`config.mk`:
```
export PLATFORM = sky130hd
export DESIGN_NAME = slsdm_addr_mod
export DESIGN_NICKNAME = d
export VERILOG_FILES = /design/src/rtl/slsdm_pkg.sv /design/src/rtl/slsdm_addr_mod.sv
export SDC_FILE = /design/constraint.sdc
export NUM_CORES = 1
export LEC_CHECK = 0
export ABC_AREA = 1
export BUFFER_PORTS_ARGS = -buffer_cell sky130_fd_sc_hd__buf_2
export CAP_MARGIN = 20
export CORE_MARGIN = 3
export CORE_UTILIZATION = 32
export DETAILED_ROUTE_END_ITERATION = 12
export PLACE_DENSITY = 0.77
export SYNTH_ARGS = -nofsm -noshare
export SYNTH_HDL_FRONTEND = slang
export SYNTH_SLANG_ARGS = --single-unit
```
`constraint.sdc`:
```
create_clock -name i_clk -period 0.8 [get_ports i_clk]
set_input_delay 0.16 -clock i_clk [delete_from_list [all_inputs] [get_ports i_clk]]
set_output_delay 0.16 -clock i_clk [all_outputs]
set_load 0.05 [all_outputs]
```
`src/rtl/slsdm_pkg.sv`:
```
package slsdm_pkg;

    localparam int ADDR_W = 32;
    localparam int DATA_W = 32;

    localparam logic MODE_READ  = 1'b0;
    localparam logic MODE_WRITE = 1'b1;

    typedef enum logic [2:0] {
        SZ_BYTE   = 3'd0,
        SZ_HALF   = 3'd1,
        SZ_WORD   = 3'd2,
        SZ_BYTE_U = 3'd4,
        SZ_HALF_U = 3'd5
    } t_size_op;

    typedef enum logic [1:0] {
        ST_IDLE,
        ST_ADDR,
        ST_ACCESS,
        ST_DONE
    } t_state;

    // Byte count of a size code; zero marks an invalid code.
    function automatic logic [2:0] size_bytes(input logic [2:0] code);
        logic [2:0] cnt;
        case (code)
            SZ_BYTE, SZ_BYTE_U: cnt = 3'd1;
            SZ_HALF, SZ_HALF_U: cnt = 3'd2;
            SZ_WORD:            cnt = 3'd4;
            default:            cnt = 3'd0;
        endcase
        return cnt;
    endfunction

endpackage

```
`src/rtl/slsdm_addr_mod.sv`:
```
module slsdm_addr_mod #(
    parameter int MEM_BYTES = 32768
) (
    input  logic                                             i_clk,
    input  logic                                             i_rst_n,
    input  logic                                             i_start,
    input  logic [slsdm_pkg::ADDR_W-1:0]                     i_address,
    output logic                                             o_done,
    output logic [((MEM_BYTES > 1) ? $clog2(MEM_BYTES) : 1)-1:0] o_rem
);

    import slsdm_pkg::*;

    localparam int  AW       = (MEM_BYTES > 1) ? $clog2(MEM_BYTES) : 1;
    localparam bit  IS_POW2  = ((MEM_BYTES & (MEM_BYTES - 1)) == 0);

    logic [AW-1:0] r_rem;
    logic          r_done;

    if (IS_POW2) begin : g_mask
        // Power of two: the remainder is the low address bits.
        always_ff @(posedge i_clk) begin
            if (!i_rst_n) begin
                r_done <= 1'b0;
            end else begin
                r_done <= i_start;
            end
            if (i_start) begin
                r_rem <= i_address[AW-1:0];
            end
        end
    end else begin : g_recip
        // Reciprocal multiplication: q = (address * RECIP) >> 32 is the true quotient or one
        // below it, so address - q * MEM_BYTES lies in [0, 2 * MEM_BYTES) and one subtract
        // finishes. Only the low AW+1 bits of the difference are needed.
        localparam logic [31:0] RECIP   = 32'((64'd1 << 32) / 64'(MEM_BYTES));
        localparam logic [AW:0] MODULUS = (AW+1)'(MEM_BYTES);

        logic [63:0] prod;
        logic [AW:0] r_alo;
        logic [AW:0] r_qlo;
        logic [AW:0] r_diff;
        logic        r_v1;
        logic        r_v2;

        assign prod = 64'(i_address) * 64'(RECIP);

        always_ff @(posedge i_clk) begin
            if (!i_rst_n) begin
                r_v1   <= 1'b0;
                r_v2   <= 1'b0;
                r_done <= 1'b0;
            end else begin
                r_v1   <= i_start;
                r_v2   <= r_v1;
                r_done <= r_v2;
            end
            if (i_start) begin
                r_alo <= i_address[AW:0];
                r_qlo <= prod[32 +: AW+1];
            end
            if (r_v1) begin
                r_diff <= r_alo - r_qlo * MODULUS;
            end
            if (r_v2) begin
                r_rem <= (r_diff >= MODULUS) ? AW'(r_diff - MODULUS) : r_diff[AW-1:0];
            end
        end
    end

    assign o_done = r_done;
    assign o_rem  = r_rem;

endmodule

```
==> results of run 1 <==
cell families after synthesis:
| group | after synthesis | synth area share (%) |
|---|---|---|
| flip-flops | 16 | 98.43 |
| AND/OR/NAND/NOR | 1 | 0.7846 |
| buffers and inverters | 1 | 0.7846 |
sequential cells by signal, summed over array words and instances, names as in the netlist:
name    cells
o_rem      15
o_done      1
through the flow:
| stage | instance area, sq um | hold WS (ns) | util, % |
|---|---|---|---|
| 2_1_floorplan | 478.0 | 0.2535 | - |
| 3_5_place_dp | 661.9 | 0.3384 | 49.03 |
| 5_1_grt | 789.5 | 0.03313 | 58.48 |
| 6_report | 789.5 | 0.05031 | 58.48 |
| 3_3_place_gp | 661.9 | 0.3373 | 49.03 |
| 4_1_cts | 789.5 | 0.03929 | 58.48 |
cells in the final DEF, fill, tap and decap left out, drive strengths merged:
master	synthesis	routed
buf	0	33
edfxtp	15	15
clkbuf	0	4
nand2	1	1
inv	1	1
dfxtp	1	1
where the power goes:
part	internal (mW)	switching (mW)	total (mW)
logic	0.145	0.269	0.414
clock network	0.193	0.230	0.423
registers	0.987	0.0294	1.02
path summary, 6_finish.rpt:
path / startpoint / cells after the start / end
worst max-delay path: o_rem[0] / 1 / o_rem[0]
worst min-delay path: i_address[12] / 1 / o_rem[12]
metal layers:
| metal | part of all wire (%) | routed length (microns) | GRT usage, % | up-vias |
|---|---|---|---|---|
| met5 | 0 | 0 | 0 | - |
| met4 | 0 | 0 | 5.422 | 0 |
| met3 | 13 | 123 | 3.659 | 0 |
| met2 | 50 | 456 | 18.05 | 25 |
| met1 | 37 | 341 | 9.974 | 129 |
| li1 | - | - | - | 142 |
timing repair:
item / in CTS / in global routing
endpoints found under the setup margin: 16 / 16
cloned: 0 / 0
endpoints found under the hold margin: 0 / 0
gates resized for setup: 33 / 0
layout make-up:
class	instances	area, sq um	share of cell area, %
Clock buffer	4	26.28	3.328
Inverter	1	3.754	0.4754
Multi-Input combinational cell	1	3.754	0.4754
Sequential cell	16	471.7	59.75
Tap cell	15	18.77	2.377
Timing Repair Buffer	33	265.3	33.60
==> flow_summary.yaml, run 1 <==
synth:
  synth_warnings: 0
  avgSynthCellArea_sq_um: 26.55
  syn_area_sq_um: 478.0
  yosysSeqAreaShare_pct: 98.43
  ys_ff_latch: 16
  synth_most_common_cell: "edfxtp_1"
  synth_nets: 53
  synthArstFlopShare_pct: 0
  synth.distinct_cells: 4
  synth.top_cell.area_share_pct: 94.24
  synthTopCellsByArea: "edfxtp_1 94%, dfxtp_1 4.2%, inv_1 0.79%"
  synth-edff-count: 15
  synthFlopType: "edfxtp_1"
  synth_top_cell_by_area: "edfxtp_1"
  synthCells: 18
  synth_commonest_cells: "15 x edfxtp_1, 1 x dfxtp_1, 1 x inv_1, 1 x nand2_1"
sta:
  fin_crit_sh_pct: 128.3
  hold_violations: 0
  tightest_slew_ns: 0.3411
  fin_crit_ns: 1.026
  worst_slack_ns: -0.2265
  final_max_slew_viol_count: 0
  setup-tns-final_ns: -3.017
  max_freq_ghz: 0.9742
  setup_viol_count_final: 16
  rsz0062_at_grt: "yes"
  relSlewSlack_pct: 77.26
critical_path:
  cpLargestDelayFamily: "flip-flops"
  critPathMaxStageDelay_ns: 0.41
  arrival_ns: 0.87
  crit_path_end_kind: "output pin"
  cp_slowest_cell: "edfxtp_1"
  crit_path_cell_trace: "buf_6"
  startpoint_type: "register"
  crit_required_ns: 0.64
  critPathMaxFanout: 1
  critPathKind: "reg -> out"
  crit_buf_inv: 1
cts:
  cts_setup_buffers: 0
  cts_inserted_buffers: 3
  clkTransAtPathRegs_ns: 0.09
  hold_buffers: 0
  htree_levels: 1
  root_buffer: "clkbuf_4"
  clock_path_buffers: 2
  clock_sinks: 16
  cts_tree: "yes"
floorplan:
  rows: 13
  fp.coreArea_sq_mm: 0.001350
  die_area_sq_mm: 0.001993
  initial_core_util_pct: 35.40
  die_w_microns: 44.65
  die_h_microns: 44.65
  io_pins: 51
finish:
  fillers: 120
  nNetsFinal: 91
  area_growth_syn_to_layout_pct: 65.18
  drive_above_1_share_pct: 67.27
  instances_no_fill: 70
  antennaDiodeCount: 0
placed_design:
  routabilityCongestion: 0.5894
  port_buffers: 33
  place_inst: 66
  dp_slack_ns: -0.01258
drt:
  viasPerCell: 4.229
  wl_microns: 921
  drt_first_pass_iters: 2
  vias: 296
  wl_per_cell_microns: 13.16
  drtIter0Drc: 16
  drc_errors: 0
  antenna_left: 0
status:
  outcome: "finished with violations"
  violations: "negative setup slack"
grt:
  grt_use_total_pct: 10.11
  grt_pass1_vias: 304
  grt-ovfl-total: 0
  grt_max_degree: 17
  antenna_found_initial: 0
  grt_first_pass_wirelength_microns: 1338
run:
  cap_violations: 0
pwr:
  peakVddDrop_v: 0.001546
  p_leak_nw: 0.3441
  power_mw: 1.854
  powerDensity_mw_per_mm2: 2348
hold_path:
  hold_class: "in -> reg"
(Power assumes the default switching activity.)
==> run 2, diff against run 1 <==
--- a/config.mk
+++ b/config.mk
@@ -8,10 +8,14 @@
 export ABC_AREA = 1
 export BUFFER_PORTS_ARGS = -buffer_cell sky130_fd_sc_hd__buf_2
 export CAP_MARGIN = 20
+export CELL_PAD_IN_SITES_DETAIL_PLACEMENT = 1
+export CELL_PAD_IN_SITES_GLOBAL_PLACEMENT = 2
+export CORE_ASPECT_RATIO = 0.8
 export CORE_MARGIN = 3
-export CORE_UTILIZATION = 32
+export CORE_UTILIZATION = 18
 export DETAILED_ROUTE_END_ITERATION = 12
-export PLACE_DENSITY = 0.77
+export PLACE_DENSITY = 0.75
+export SETUP_SLACK_MARGIN = 0.1
 export SYNTH_ARGS = -nofsm -noshare
 export SYNTH_HDL_FRONTEND = slang
 export SYNTH_SLANG_ARGS = --single-unit
==> run 2 against run 1 <==
  * The flow still finishes with violations (negative setup slack)
  * Cell area grew 7.6%
  * Clock power up 21%
  * Sequential cell count unchanged
  * Sequential share of layout area is 4.2 points lower
  * Hold slack got worse by 0.0011 ns
  * Combinational power increased by 5.3%
  * Non-clock buffer count increased by 1
  * Total power rose by 6.2%
  * Global-route usage down 2.5 points
  * Final cell count is 31% higher
  * First-iteration DRC count fell by 100%
  * Via count rose by 3.0%
  * Largest cell class unchanged
  * Largest power group unchanged
==> flow_summary.yaml, run 2 (synthesis results as in run 1) <==
pwr:
  p_seq_share_pct: 51.9
  p_int_mw: 1.421
  p_leak_nw: 0.3607
  combinationalPowerShare_pct: 22.1
  pwr-share-clk_pct: 26.0
  switchingPower_mw: 0.5481
  powerDensity_mw_per_mm2: 2318
  switching_share_pct: 27.83
  peakVddDrop_v: 0.0004281
finish:
  final_cell_mix: "17 x buf_2, 15 x edfxtp_1, 15 x buf_6, 3 x clkbuf_4"
  nNetsFinal: 92
  largest_reg_flops: 15
  drive_above_1_share_pct: 69.64
  area_growth_syn_to_layout_pct: 77.75
  instances_no_fill: 92
  antennaDiodeCount: 0
  final_common_cell: "buf_2"
  fillers: 272
critical_path:
  arrival_ns: 0.89
  crit_path_cell_trace: "buf_6"
  startpoint_type: "register"
  crit_required_ns: 0.64
  cpLargestDelayFamily: "flip-flops"
  critPathKind: "reg -> out"
  crit_buf_inv: 1
  cp_slowest_cell: "edfxtp_1"
  crit_path_end_kind: "output pin"
  cp_num_cells: 1
  critPathMaxStageDelay_ns: 0.43
  critPathMaxFanout: 1
cts:
  hold_buffers: 0
  htree_levels: 1
  root_buffer: "clkbuf_4"
  clock_sinks: 16
  cts_inserted_buffers: 3
  clkTransAtPathRegs_ns: 0.10
  clock_path_buffers: 2
  cts_tree: "yes"
  cts_resized: 33
  cts_setup_buffers: 0
sta:
  tightest_slew_ns: 0.1195
  setup_viol_count_final: 16
  fin_crit_ns: 1.051
  hold_violations: 0
  max_freq_ghz: 0.9519
  final_max_slew_viol_count: 0
  relSlewSlack_pct: 92.03
  fin_crit_sh_pct: 131.3
  rsz0062_at_grt: "yes"
  worst_slack_ns: -0.2505
grt:
  grt_max_degree: 17
  grt-ovfl-total: 0
  antenna_found_initial: 0
  grt_first_pass_wirelength_microns: 1676
  grt_use_total_pct: 7.649
  grt_pass1_vias: 318
drt:
  antenna_left: 0
  drtIter0Drc: 0
  wl_microns: 1268
  viasPerCell: 3.315
  vias: 305
  wl_per_cell_microns: 13.78
  drc_errors: 0
  drt_first_pass_iters: 1
hold_path:
  min_path_cells: 1
  hold_class: "in -> reg"
floorplan:
  die_w_microns: 63.61
  die_h_microns: 52.09
  fp.coreArea_sq_mm: 0.002482
  die_area_sq_mm: 0.003313
  rows: 16
  io_pins: 51
  initial_core_util_pct: 19.25
placed_design:
  port_buffers: 33
  dp_slack_ns: 0.03734
  routabilityCongestion: 0.6757
  place_inst: 88
status:
  violations: "negative setup slack"
  outcome: "finished with violations"
run:
  cap_violations: 0
## run 2: worst paths after layout
path	startpoint	to	slack (ns)
max	o_rem[13]	o_rem[13]	-0.25
min	i_address[14]	o_rem[14]	0.05
## run 2: final cells by class
type / count / area (sq um) / share of cell area, %
sequential: 16 / 471.7 / 55.52
timing repair buffer: 34 / 289.0 / 34.02
tap: 36 / 45.04 / 5.302
clock buffer: 4 / 36.28 / 4.271
multi-input combinational: 1 / 3.754 / 0.4418
inverter: 1 / 3.754 / 0.4418
## run 2: per-stage QoR
| stage | area, sq um | utilization (%) | hold slack, ns | setup TNS (ns) | power [mW] |
|---|---|---|---|---|---|
| finish | 849.6 | 34.22 | 0.04923 | -3.163 | 1.969 |
| global route | 849.6 | 34.22 | 0.02702 | -3.841 | 2.047 |
| CTS | 849.6 | 34.22 | 0.04320 | -3.380 | 1.993 |
| detailed placement | 709.4 | 28.58 | 0.3390 | 0 | 1.389 |
| global placement | 709.4 | 28.58 | 0.3399 | 0 | 1.381 |
| floorplan | 479.2 | - | 0.2534 | 0 | 1.252 |
## run 2: routing by layer
layer | track usage [%] | wire (microns) | up-vias | part of all wire [%]
met5 | 0 | 0 | - | 0
li1 | - | - | 145 | -
met1 | 7.806 | 467 | 143 | 37
met4 | 4.301 | 0 | 0 | 0
met2 | 12.31 | 684 | 17 | 54
met3 | 4.536 | 115 | 0 | 9.1
## run 2: power groups by stage
| stage | Sequential, mW | Combinational, mW | Clock (mW) |
|---|---|---|---|
| 6_report | 1.02 | 0.436 | 0.512 |
| 5_1_grt | 1.03 | 0.449 | 0.571 |
| 4_1_cts | 1.02 | 0.439 | 0.531 |
| 3_5_place_dp | 1.02 | 0.364 | 0 |
| 3_3_place_gp | 1.02 | 0.357 | 0 |
| 2_1_floorplan | 1.25 | 0.00174 | 0 |
==> run 3, diff against run 2 <==
==> constraint.sdc (replaced) <==
create_clock -name i_clk -period 1.1 [get_ports i_clk]
set_input_delay 0.22 -clock i_clk [delete_from_list [all_inputs] [get_ports i_clk]]
set_output_delay 0.22 -clock i_clk [all_outputs]
set_load 0.05 [all_outputs]
==> run 3 against run 2 <==
  * Combinational power fell by 30%
  * Non-clock buffer count decreased by 1
  * Sequential share of layout area is 2.0 points higher
  * Hold slack improved by 0.062 ns
  * The flow still finishes with violations (negative setup slack)
  * Die area did not move
  * Critical path type unchanged
  * Worst setup slack better by 0.25 ns
==> flow_summary.yaml, run 3 (synthesis results as in run 1) <==
cts:
  htree_levels: 1
  clkTransAtPathRegs_ns: 0.09
  cts_tree: "yes"
  cts_inserted_buffers: 3
  root_buffer: "clkbuf_4"
  clock_path_buffers: 2
  clock_sinks: 16
grt:
  grt_pass1_vias: 324
  grt_first_pass_wirelength_microns: 1759
  grt_max_degree: 17
  grt-ovfl-total: 0
  grt_use_met3_pct: 3.456
  antenna_found_initial: 0
  busiest_layer: "met2"
  grt_util_met2_pct: 13.69
  grtUsageMet1_pct: 7.744
  grt_use_total_pct: 7.910
finish:
  antennaDiodeCount: 0
  nNetsFinal: 91
  fin_area_sq_um: 819.5
  final_cell_mix: "17 x buf_2, 15 x edfxtp_1, 15 x buf_6, 3 x clkbuf_4"
  final_util_pct: 33.01
  area_growth_syn_to_layout_pct: 71.47
  drive_above_1_share_pct: 67.27
  final_common_cell: "buf_2"
  largest_reg_flops: 15
floorplan:
  fp.coreArea_sq_mm: 0.002482
  die_h_microns: 52.09
  rows: 16
  die_w_microns: 63.61
  initial_core_util_pct: 19.25
  die_area_sq_mm: 0.003313
  io_pins: 51
run:
  cap_violations: 0
critical_path:
  critPathMaxStageDelay_ns: 0.43
  startpoint_type: "register"
  crit_path_cell_trace: "buf_6"
  critPathMaxFanout: 1
  crit_buf_inv: 1
  cpLargestDelayFamily: "flip-flops"
  crit_required_ns: 0.88
  cp_slowest_cell: "edfxtp_1"
  arrival_ns: 0.88
  critPathKind: "reg -> out"
  crit_path_end_kind: "output pin"
pwr:
  powerDensity_mw_per_mm2: 1661
  p_seq_share_pct: 54.6
  pwr-share-clk_pct: 22.8
  p_leak_nw: 0.3453
  switching_share_pct: 29.06
  peakVddDrop_v: 0.0002860
  p_int_mw: 0.9659
  switchingPower_mw: 0.3957
  combinationalPowerShare_pct: 22.6
drt:
  wl_microns: 1277
  vias: 315
  wl_per_cell_microns: 14.03
  antenna_left: 0
  viasPerCell: 3.462
  drtIter0Drc: 1
  drt_first_pass_iters: 2
  drc_errors: 0
sta:
  worst_slack_ns: -0.0009971
  max_freq_ghz: 0.9083
  final_max_slew_viol_count: 0
  setup_viol_count_final: 1
  hold_violations: 0
  relSlewSlack_pct: 76.68
  fin_crit_sh_pct: 100.1
  tightest_slew_ns: 0.3498
  rsz0062_at_grt: "yes"
  fin_crit_ns: 1.101
placed_design:
  placed_area_sq_um: 688.2
  port_buffers: 33
  routabilityCongestion: 0.6827
hold_path:
  hold_class: "in -> reg"
status:
  outcome: "finished with violations"
  violations: "negative setup slack"
==> run 3: power groups by stage <==
stage                     registers [mW]  logic, mW  clock network [mW]
after floorplan                    0.909    0.00126                   0
after CTS                          0.744      0.308               0.329
after detailed placement           0.746      0.255                   0
final                              0.743      0.307               0.311
after global routing               0.748      0.318               0.360
after global placement             0.745      0.251                   0
==> run 3: timing repair <==
action / CTS / global route
hold endpoints to repair: 0 / 0
hold buffers: 0 / 0
endpoints found under the setup margin: 16 / 16
setup buffers: 0 / 0
gates resized for setup: 32 / 2
==> run 3: stage by stage <==
step                setup WS (ns)  total power, mW  hold slack [ns]  instances  setup TNS [ns]
finish                 -0.0009971            1.362           0.1116         91      -0.0009971
global placement           0.2484           0.9963           0.3998         87               0
CTS                      -0.01767            1.382          0.09984         91        -0.04413
floorplan                  0.2794           0.9104           0.3135         18               0
global route             -0.05575            1.426          0.09192         91         -0.2259
detailed placement         0.2255            1.001           0.3987         87               0
==> run 3: worst paths after layout <==
check               startpoint  cells after the start        end  slack [ns]
hold / removal    i_address[9]                      1   o_rem[9]        0.11
setup / recovery     o_rem[14]                      1  o_rem[14]      -0.001
==> run 3: cell type report <==
class / instances / area, sq um
inverters: 1 / 3.754
well taps: 36 / 45.04
fillers: 277 / 1663
multi-input cells: 1 / 3.754
repair buffers: 33 / 269.0
clock buffers: 4 / 26.28
flip-flops and latches: 16 / 471.7
==> run 3: metal layers <==
metal	part of all wire, %	wire length (microns)
met1	35	445
met5	0	0
met2	57	734
met3	7.6	97
met4	0	0
